==> src/jrv_pkg.sv <==
`timescale 1ns / 1ps
// Shared types and constants for the journal record validator.
// No dependencies; used by every module of the block.
package jrv_pkg;

    // Fixed record header size in bytes
    localparam int HEADER_BYTES = 12;

    // Width of the consumed byte count on the result
    localparam int CONSUMED_W = 17;

    // CRC-16/CCITT-FALSE constants
    localparam logic [15:0] CRC_INIT = 16'hFFFF;
    localparam logic [15:0] CRC_MSB  = 16'h8000;
    localparam logic [15:0] CRC_POLY = 16'h1021;

    // One result beat
    typedef struct packed {
        logic                  record_ok;
        logic [CONSUMED_W-1:0] consumed_bytes;
    } result_t;

endpackage

==> src/jrv_crc_byte.sv <==
`timescale 1ns / 1ps
// Combinational CRC-16/CCITT-FALSE update for one byte, MSB first.
// Depends on jrv_pkg for the polynomial constants.
module jrv_crc_byte (
    input  logic [15:0] crc_in,
    input  logic [7:0]  data_in,
    output logic [15:0] crc_out
);

    // Fold the byte into the top half, then shift out eight bits
    always_comb
    begin
        logic [15:0] crc;
        crc = crc_in ^ {data_in, 8'h00};
        for (int k = 0; k < 8; k++)
        begin
            if ((crc & jrv_pkg::CRC_MSB) != 16'h0000)
            begin
                crc = {crc[14:0], 1'b0} ^ jrv_pkg::CRC_POLY;
            end
            else
            begin
                crc = {crc[14:0], 1'b0};
            end
        end
        crc_out = crc;
    end

endmodule

==> src/jrv_parser.sv <==
`timescale 1ns / 1ps
// Record parser: header field capture, payload CRC and the decision.
// Depends on jrv_pkg and jrv_crc_byte.
module jrv_parser (
    input  logic              clk,
    input  logic              rst_n,
    input  logic              accept,
    input  logic [7:0]        data_byte,
    input  logic              last_byte,
    output logic              push,
    output jrv_pkg::result_t  result
);

    typedef enum logic [1:0] {
        PH_HEADER,
        PH_PAYLOAD,
        PH_DECIDED
    } phase_t;

    // Header byte positions of the fields that are kept
    localparam logic [3:0] LEN_LO_POS = 4'd0;
    localparam logic [3:0] LEN_HI_POS = 4'd1;
    localparam logic [3:0] CHK_LO_POS = 4'd2;
    localparam logic [3:0] CHK_HI_POS = 4'd3;
    localparam logic [3:0] HDR_LAST   = 4'(jrv_pkg::HEADER_BYTES);

    phase_t      phase_reg,          phase_next;
    logic [3:0]  header_count_reg,   header_count_next;
    logic [15:0] payload_length_reg, payload_length_next;
    logic [15:0] stored_check_reg,   stored_check_next;
    logic [15:0] running_check_reg,  running_check_next;
    logic [15:0] payload_count_reg,  payload_count_next;

    logic [15:0] crc_updated;
    logic [3:0]  header_count_inc;
    logic [15:0] payload_count_inc;
    logic        emit;
    logic        emit_ok;

    jrv_crc_byte u_crc (
        .crc_in  (running_check_reg),
        .data_in (data_byte),
        .crc_out (crc_updated)
    );

    assign header_count_inc  = header_count_reg + 4'd1;
    assign payload_count_inc = payload_count_reg + 16'd1;

    // Next state and decision for the accepted beat
    always_comb
    begin
        phase_next          = phase_reg;
        header_count_next   = header_count_reg;
        payload_length_next = payload_length_reg;
        stored_check_next   = stored_check_reg;
        running_check_next  = running_check_reg;
        payload_count_next  = payload_count_reg;
        emit                = 1'b0;
        emit_ok             = 1'b0;

        unique case (phase_reg)
            PH_HEADER:
            begin
                unique case (header_count_reg)
                    LEN_LO_POS: payload_length_next[7:0]  = data_byte;
                    LEN_HI_POS: payload_length_next[15:8] = data_byte;
                    CHK_LO_POS: stored_check_next[7:0]    = data_byte;
                    CHK_HI_POS: stored_check_next[15:8]   = data_byte;
                    default:    ;
                endcase
                header_count_next = header_count_inc;
                if (header_count_inc >= HDR_LAST)
                begin
                    if (payload_length_next == 16'd0)
                    begin
                        emit       = 1'b1;
                        emit_ok    = (running_check_reg == stored_check_next);
                        phase_next = PH_DECIDED;
                    end
                    else
                    begin
                        phase_next = PH_PAYLOAD;
                        emit       = last_byte;
                    end
                end
                else
                begin
                    emit = last_byte;
                end
            end
            PH_PAYLOAD:
            begin
                running_check_next = crc_updated;
                payload_count_next = payload_count_inc;
                if (payload_count_inc == payload_length_reg)
                begin
                    emit       = 1'b1;
                    emit_ok    = (crc_updated == stored_check_reg);
                    phase_next = PH_DECIDED;
                end
                else
                begin
                    emit = last_byte;
                end
            end
            default:
            begin
                // Decided: drop bytes until the last mark
            end
        endcase

        // Rearm on the last mark of the buffer
        if (last_byte)
        begin
            phase_next          = PH_HEADER;
            header_count_next   = 4'd0;
            payload_length_next = 16'd0;
            stored_check_next   = 16'd0;
            running_check_next  = jrv_pkg::CRC_INIT;
            payload_count_next  = 16'd0;
        end
    end

    // Result toward the output buffer; the length is complete before the deciding beat
    assign push                  = accept && emit;
    assign result.record_ok      = emit_ok;
    assign result.consumed_bytes = emit_ok
        ? (jrv_pkg::CONSUMED_W'(payload_length_reg)
           + jrv_pkg::CONSUMED_W'(jrv_pkg::HEADER_BYTES))
        : '0;

    // Hold state; advance on each accepted beat
    always_ff @(posedge clk or negedge rst_n)
    begin
        if (!rst_n)
        begin
            phase_reg          <= PH_HEADER;
            header_count_reg   <= 4'd0;
            payload_length_reg <= 16'd0;
            stored_check_reg   <= 16'd0;
            running_check_reg  <= jrv_pkg::CRC_INIT;
            payload_count_reg  <= 16'd0;
        end
        else if (accept)
        begin
            phase_reg          <= phase_next;
            header_count_reg   <= header_count_next;
            payload_length_reg <= payload_length_next;
            stored_check_reg   <= stored_check_next;
            running_check_reg  <= running_check_next;
            payload_count_reg  <= payload_count_next;
        end
    end

endmodule

==> src/jrv_out_buf.sv <==
`timescale 1ns / 1ps
// Result register with a skid stage toward the output channel.
// Depends on jrv_pkg for the result type.
module jrv_out_buf (
    input  logic              clk,
    input  logic              rst_n,
    input  logic              push,
    input  jrv_pkg::result_t  push_data,
    output logic              space,
    output logic              out_valid,
    input  logic              out_ready,
    output jrv_pkg::result_t  out_data
);

    logic             head_valid_reg;
    logic             skid_valid_reg;
    jrv_pkg::result_t head_data_reg;
    jrv_pkg::result_t skid_data_reg;
    logic             head_free;

    // Head slot frees when empty or taken this cycle
    assign head_free = !head_valid_reg || out_ready;
    assign space     = !skid_valid_reg;
    assign out_valid = head_valid_reg;
    assign out_data  = head_data_reg;

    // Control: head and skid occupancy
    always_ff @(posedge clk or negedge rst_n)
    begin
        if (!rst_n)
        begin
            head_valid_reg <= 1'b0;
            skid_valid_reg <= 1'b0;
        end
        else if (head_free)
        begin
            head_valid_reg <= skid_valid_reg || push;
            skid_valid_reg <= 1'b0;
        end
        else if (push)
        begin
            skid_valid_reg <= 1'b1;
        end
    end

    // Payload: move skid forward or catch the new beat
    always_ff @(posedge clk)
    begin
        if (head_free)
        begin
            head_data_reg <= skid_valid_reg ? skid_data_reg : push_data;
        end
        else if (push)
        begin
            skid_data_reg <= push_data;
        end
    end

endmodule

==> src/journal_record_validator.sv <==
`timescale 1ns / 1ps
// Top level of the journal record validator.
// Depends on jrv_pkg, jrv_parser and jrv_out_buf.

// Takes one buffer byte per cycle, parses the 12-byte little-endian record
// header (payload length in bytes 0..1, stored CRC in bytes 2..3), runs a
// CRC-16/CCITT-FALSE over the payload and gives one result per record: ok
// with header plus payload length, or not ok with 0 for a mismatch or a
// record cut short by last_byte. Bytes after the decision are dropped up to
// the next last_byte, which rearms the parser. Throughput, while in_ready is
// high, is one byte per cycle; the byte CRC update is a single
// combinational stage. A result goes to the output register, or to the skid
// stage while that is held; in_ready drops only when both hold a result.
module journal_record_validator (
    input  logic                            clk,
    input  logic                            rst_n,
    input  logic                            in_valid,
    output logic                            in_ready,
    input  logic [7:0]                      data_byte,
    input  logic                            last_byte,
    output logic                            out_valid,
    input  logic                            out_ready,
    output logic                            record_ok,
    output logic [jrv_pkg::CONSUMED_W-1:0]  consumed_bytes
);

    logic             accept;
    logic             push;
    logic             space;
    jrv_pkg::result_t push_data;
    jrv_pkg::result_t out_data;

    assign in_ready = space;
    assign accept   = in_valid && space;

    jrv_parser u_parser (
        .clk       (clk),
        .rst_n     (rst_n),
        .accept    (accept),
        .data_byte (data_byte),
        .last_byte (last_byte),
        .push      (push),
        .result    (push_data)
    );

    jrv_out_buf u_out_buf (
        .clk       (clk),
        .rst_n     (rst_n),
        .push      (push),
        .push_data (push_data),
        .space     (space),
        .out_valid (out_valid),
        .out_ready (out_ready),
        .out_data  (out_data)
    );

    assign record_ok      = out_data.record_ok;
    assign consumed_bytes = out_data.consumed_bytes;

endmodule

==> config.mk <==
export PLATFORM = sky130hd
export DESIGN_NAME = journal_record_validator
export DESIGN_NICKNAME = d
export VERILOG_FILES = /design/src/jrv_pkg.sv /design/src/jrv_crc_byte.sv /design/src/jrv_parser.sv /design/src/jrv_out_buf.sv /design/src/journal_record_validator.sv
export SDC_FILE = /design/constraint.sdc
export NUM_CORES = 1
export LEC_CHECK = 0
export ABC_AREA = 1
export BUFFER_PORTS_ARGS = -buffer_cell sky130_fd_sc_hd__buf_2
export CAP_MARGIN = 25
export CORE_AREA = 4 4 111 165
export CTS_CLUSTER_SIZE = 30
export DETAILED_ROUTE_END_ITERATION = 7
export DIE_AREA = 0 0 115 169
export MAX_ROUTING_LAYER = met4
export PLACE_DENSITY_LB_ADDON = 0.15
export SLEW_MARGIN = 10
export SYNTH_ARGS = -nofsm -noshare
export SYNTH_HDL_FRONTEND = slang
export SYNTH_HIERARCHICAL = 1
export SYNTH_SLANG_ARGS = --single-unit
==> constraint.sdc <==
create_clock -name clk -period 6.21 [get_ports clk]
set_input_delay 0.3105 -clock clk [delete_from_list [all_inputs] [get_ports clk]]
set_output_delay 0.3105 -clock clk [all_outputs]
set_load 0.01 [all_outputs]
==> impl_metrics.json, run 1 <==
{
  "drt_first_pass_iters": 5,
  "wl_per_cell_um": 18.5,
  "clock_skew_ns": 0.0136,
  "synthXorXnorAreaFrac_pct": 3.82,
  "numCtsBuffers": 9,
  "clk_latency_ns": 0.37,
  "nFillCells": 1736,
  "critPathLaunchType": "flop",
  "synth_fa_ha_area_share_pct": 1.13,
  "dpl_worst_slack_ns": 2.86,
  "clkSinkCount": 108,
  "p_total_w": 0.00322,
  "syn_area_um2": 6650,
  "cts_tree": "done",
  "multi_input_area_um2": 3150,
  "crit_fanout": 24,
  "muxShareOfSynthArea_pct": 0,
  "mappedNetlistNets": 882,
  "critical_path_arrival_ns": 3.70,
  "leakage_nw": 3.46,
  "synth_edf_count": 36,
  "drtIter0Drc": 417,
  "reg2reg_to": "u_parser/running_check_reg[15]",
  "io_buffers": 32,
  "antenna_found_initial": 0,
  "synth_compound_area_share_pct": 13.0,
  "area_growth_pct": 10.1,
  "io_pins": 33,
  "hpwl_um": 15500,
  "die_w_um": 115,
  "fin_nets": 912,
  "slew_violations": 0,
  "synth_simple_gate_area_share_pct": 29.4,
  "critPathRequiredTime_ns": 6.50,
  "grt_max_degree": 55,
  "synth_top_family_by_area": "simple AND/OR/NAND/NOR gates",
  "hold_buffers": 1,
  "worstHoldPathType": "in2reg",
  "layout-drive-gt1-share_pct": 14.3,
  "reg2reg_from": "u_out_buf/skid_valid_reg",
  "num_vias": 5921,
  "hold_viol_final": 0,
  "worst_slack_ns": 2.80,
  "clock.fmax_mhz": 293,
  "die-area_um2": 19400,
  "clkSlewWorstSetupHoldPaths_ns": 0.09,
  "async_reset_ff_share_pct": 66.7,
  "hp-start": "last_byte",
  "via_per_inst": 5.34,
  "outcome": "completed",
  "ys_seq_area_share_pct": 43.7,
  "regArea_um2": 2900,
  "gp_congestion": 0.938,
  "die_y_um": 169,
  "r2r_slack_ns": 2.80,
  "worstMarginPinSlew_ns": 0.878,
  "grt-ovfl-total": 0,
  "core_um2": 16800,
  "post_cts_resize_count": 0,
  "drv_cap": 0,
  "grt_pass1_wl_um": 32500,
  "synth_ff_type": "dfrtp_1",
  "maxSlewHeadroom_pct": 41.3,
  "final.setup.tns_ns": 0,
  "irDropWorstVdd_v": 0.000185,
  "fin_crit_sh_pct": 54.9,
  "critPathKind": "reg2reg",
  "synth_seq_cells": 108,
  "antennaDiodeCount": 0,
  "yosysWarnings": 6,
  "rr_worst_depth": 12,
  "endpoint_kind": "flop",
  "cts_root_buf": "clkbuf_16",
  "floorplan.initialDensity_pct": 39.5,
  "drc_errors": 0,
  "period_minus_slack_ns": 3.41,
  "grt_pass1_vias": 6020,
  "routed_wl_um": 20400,
  "post_cts_buffers": 0,
  "rows": 58,
  "synth.avg_cell_area_um2": 7.71,
  "rsz0062_at_grt": "no",
  "powerDensity_nw_per_um2": 440,
  "yosysUniqueCellTypes": 40,
  "crit_end": "u_parser/running_check_reg[15]",
  "ctsLongestPathBuffers": 2,
  "ant_nets": 0,
  "startpoint": "u_out_buf/skid_valid_reg",
  "netlist_instances": 863,
  "setup_viol": 0,
  "htree_levels": 3,
  "grt.total_usage_pct": 22.5
}
routing by layer:
layer / GRT usage [%] / wire length (um) / share of wire [%]
met5: - / 0 / 0
met4: 14.1 / 1330 / 6.5
met3: 2.68 / 597 / 2.9
met2: 39.7 / 10800 / 53
met1: 23.3 / 7680 / 38
layout make-up:
class | instances | share of cell area [%]
inverter | 117 | 6.00
clock buffer | 9 | 3.07
timing repair buffer | 39 | 3.25
sequential | 108 | 39.6
clock inverter | 7 | 1.40
tap | 210 | 3.59
multi-input combinational | 618 | 43.1
kinds of logic after synthesis:
kind of cell | Yosys count
adder cells (fa/ha/maj) | 6
flip-flops | 108
buffers and inverters | 137
AO/OA/AOI/OAI | 146
XOR/XNOR | 29
AND/OR/NAND/NOR | 437
critical path: stages (launching register included):
cell,delay (ns)
dfrtp_1,0.66
inv_2,0.44
nand2_1,0.09
inv_1,0.06
inv_1,0.10
a21oi_2,0.12
buf_4,0.34
inv_2,0.22
nor2_1,0.53
buf_4,0.32
inv_2,0.18
nor2_1,0.18
a21oi_1,0.07
placed cells by master (no fill, tap or decap), types with 26 or more instances in the layout:
cell      instances
o21ai_0          37
nor2_1           53
xor2_1           26
o22ai_1          52
nand2_1         263
nand3_1          58
inv_1           108
edfxtp_1         36
dfrtp_1          56
buf_2            31
per-stage QoR:
stage | hold WS (ns) | instances | area, um2 | utilization, %
after floorplan | 0.0149 | 863 | 6650 | -
after global placement | 0.210 | 1090 | 6960 | 41.3
after detailed placement | 0.211 | 1091 | 6990 | 41.5
after CTS | 0.316 | 1108 | 7320 | 43.5
after global routing | 0.328 | 1108 | 7320 | 43.5
final | 0.311 | 1108 | 7320 | 43.5
cell usage after synthesis, types with 9 or more instances:
library cell / number / area [um2]
edfxtp_1: 36 / 1080
nand3_1: 58 / 290
dfrtp_1: 56 / 1400
nand2_2: 18 / 113
xor2_1: 26 / 228
nand2_4: 9 / 101
o21ai_0: 37 / 185
nor2_1: 53 / 199
nand2_1: 263 / 987
o21ai_1: 12 / 60.1
o22ai_1: 52 / 325
inv_1: 108 / 405
dfstp_2: 16 / 420
clkbuf_1: 10 / 37.5
a21oi_1: 24 / 120
a21oi_2: 10 / 87.6
nand4_1: 17 / 106
power breakdown:
part / switching (W) / total, W / internal [W]
combinational: 0.000960 / 0.00143 / 0.000475
sequential: 0.000187 / 0.00115 / 0.000960
clock: 0.000311 / 0.000640 / 0.000328
how the worst min path moves through the flow:
stage / slack (ns) / to / depth (start not counted)
finish: 0.31 / u_parser/phase_reg[1] / 4
floorplan: 0.01 / u_out_buf/out_valid / 0
global placement: 0.21 / u_parser/stored_check_reg[0] / 1
detailed placement: 0.21 / u_parser/stored_check_reg[3] / 1
CTS: 0.32 / u_parser/phase_reg[1] / 4
global route: 0.33 / u_parser/phase_reg[0] / 4
(Power assumes the default switching activity.)
==> run 2, diff against run 1 <==
==> constraint.sdc (replaced) <==
create_clock -name clk -period 2.9 [get_ports clk]
set_input_delay 0.145 -clock clk [delete_from_list [all_inputs] [get_ports clk]]
set_output_delay 0.145 -clock clk [all_outputs]
set_load 0.01 [all_outputs]
==> impl_metrics.json, run 2 (synthesized netlist as in run 1, its figures left out) <==
{
  "die_y_um": 169,
  "fin_nets": 937,
  "place_area_um2": 7130,
  "worstMarginPinSlew_ns": 0.645,
  "hpwl_um": 15300,
  "endpoint_kind": "flop",
  "critPathMaxStageDelay_ns": 0.43,
  "layout-drive-gt1-share_pct": 19.3,
  "critPathTopFamily": "simple AND/OR/NAND/NOR gates",
  "clock.fmax_mhz": 370,
  "htree_levels": 3,
  "maxSlewHeadroom_pct": 56.6,
  "critPathKind": "reg2reg",
  "via_per_inst": 5.26,
  "cts_tree": "done",
  "critical_path.most_common_cell": "nand2_1",
  "setup_viol": 0,
  "antenna_found_initial": 0,
  "min_path_cells": 4,
  "antennaDiodeCount": 0,
  "drtIter0Drc": 349,
  "io_buffers": 32,
  "dpl_worst_slack_ns": -0.0584,
  "grt_max_degree": 45,
  "area_growth_pct": 15.1,
  "num_vias": 5960,
  "die_w_um": 115,
  "cp_num_buf_inv": 2,
  "layout_commonest_cell": "nand2_1",
  "layout.cells.non_filler": 1133,
  "die-area_um2": 19400,
  "slowest_stage": "dfrtp_2",
  "core_um2": 16800,
  "gp_congestion": 0.971,
  "hold_path_end": "u_parser/phase_reg[0]",
  "hp-start": "last_byte",
  "floorplan.initialDensity_pct": 39.5,
  "rr_worst_depth": 16,
  "worst_slack_ns": 0.196,
  "leakage_nw": 3.59,
  "critPathRequiredTime_ns": 2.98,
  "p_total_w": 0.00701,
  "irDropWorstVdd_v": 0.000378,
  "clock_skew_ns": 0.0132,
  "grt.total_usage_pct": 22.0,
  "outcome": "completed",
  "routed_wl_um": 20100,
  "critical_path_arrival_ns": 2.79,
  "crit_fanout": 8,
  "path_cells": "ha_4 -> nand2_1 -> nor2_4 -> nand4_1 -> nand2_1 -> nand2_1 -> nand2_1 -> nand2_1 -> nor2_2 -> nand3_2 -> nand2_1 -> a21oi_1 -> nor2_2 -> inv_1 -> nor2_4 -> clkbuf_16",
  "rows": 58,
  "clkSinkCount": 108,
  "slew_violations": 0,
  "rsz0062_at_grt": "yes",
  "hold_viol_final": 0,
  "io_pins": 33,
  "finish.instance_area_um2": 7650,
  "cts_root_buf": "clkbuf_16",
  "powerDensity_nw_per_um2": 915,
  "critPathLaunchType": "flop",
  "reg2reg_to": "u_out_buf/skid_data_reg[6]",
  "wl_per_cell_um": 17.8,
  "placed_cells": 1107,
  "fin_crit_sh_pct": 93.2,
  "drt_first_pass_iters": 5,
  "ant_nets": 0,
  "worstHoldPathType": "in2reg",
  "numCtsBuffers": 9,
  "reg2reg_from": "u_parser/payload_count_reg[0]",
  "period_minus_slack_ns": 2.70,
  "timing.hold.ws_ns": 0.119,
  "grt_pass1_vias": 5910,
  "drv_cap": 0,
  "ctsLongestPathBuffers": 2,
  "grt-ovfl-total": 0,
  "final_cell_mix": "nand2_1 (259), inv_1 (108), nand3_1 (56), dfrtp_1 (55), o22ai_1 (52)",
  "clkSlewWorstSetupHoldPaths_ns": 0.09,
  "clk_latency_ns": 0.36,
  "r2r_slack_ns": 0.20,
  "drc_errors": 0,
  "grt_pass1_wl_um": 32000
}
## run 2: cell count changes in the layout (fill, tap and decap cells not counted), sizes merged
cell    delta
clkinv     +1
buf       +24
bufinv     -1
clkbuf     +1
## run 2: power by group
part           switching (W)  total (W)  internal (W)
logic                0.00213    0.00328       0.00116
registers           0.000380    0.00243       0.00205
clock network       0.000664    0.00129      0.000623
total                0.00317    0.00701       0.00384
## run 2: how the worst max path moves through the flow
stage / from / cells after the start / endpoint / slack [ns]
after floorplan: u_parser/header_count_reg[0] / 13 / u_out_buf/skid_data_reg[0] / 0.25
after global placement: u_parser/payload_count_reg[0] / 16 / u_out_buf/skid_data_reg[8] / -0.02
after detailed placement: u_parser/payload_count_reg[0] / 16 / u_out_buf/skid_data_reg[13] / -0.06
after CTS: u_parser/payload_count_reg[0] / 16 / u_out_buf/skid_data_reg[7] / 0.02
after global routing: u_parser/payload_count_reg[1] / 16 / u_out_buf/skid_data_reg[6] / -0.04
final: u_parser/payload_count_reg[0] / 16 / u_out_buf/skid_data_reg[6] / 0.20
## run 2: per-layer routing
metal	track usage (%)	part of all wire [%]	up-vias
met5	-	0	-
met4	10.8	5.1	0
met3	1.97	2.9	49
met2	40.0	54	119
met1	23.5	38	2838
li1	-	-	2954
## run 2: tightest hold or removal path: stages
cell     delay, ns
buf_2         0.13
nor2_1        0.05
nand4_1       0.07
nand2_1       0.05
## run 2: repair_timing
item | 4_1_cts | 5_1_grt
hold buffers | 1 | 0
gates resized for setup | 2 | 35
gates cloned | 0 | 1
endpoints found under the setup margin | 18 | 47
endpoints found under the hold margin | 35 | 0
pin swaps | 0 | 7
buffers inserted | 0 | 8
## run 2: layout make-up
| type | instances | area [um2] |
|---|---|---|
| Multi-Input combinational cell | 618 | 3250 |
| Fill cell | 1758 | 9180 |
| Clock buffer | 9 | 225 |
| Sequential cell | 108 | 2900 |
| Tap cell | 210 | 263 |
| Clock inverter | 7 | 91.3 |
| Inverter | 117 | 439 |
| Timing Repair Buffer | 64 | 477 |
## run 2: per-stage QoR
step	util (%)	setup TNS [ns]
finish	45.5	0
global route	45.5	-0.397
CTS	44.3	0
detailed placement	42.3	-0.689
global placement	42.3	-0.129
floorplan	-	0
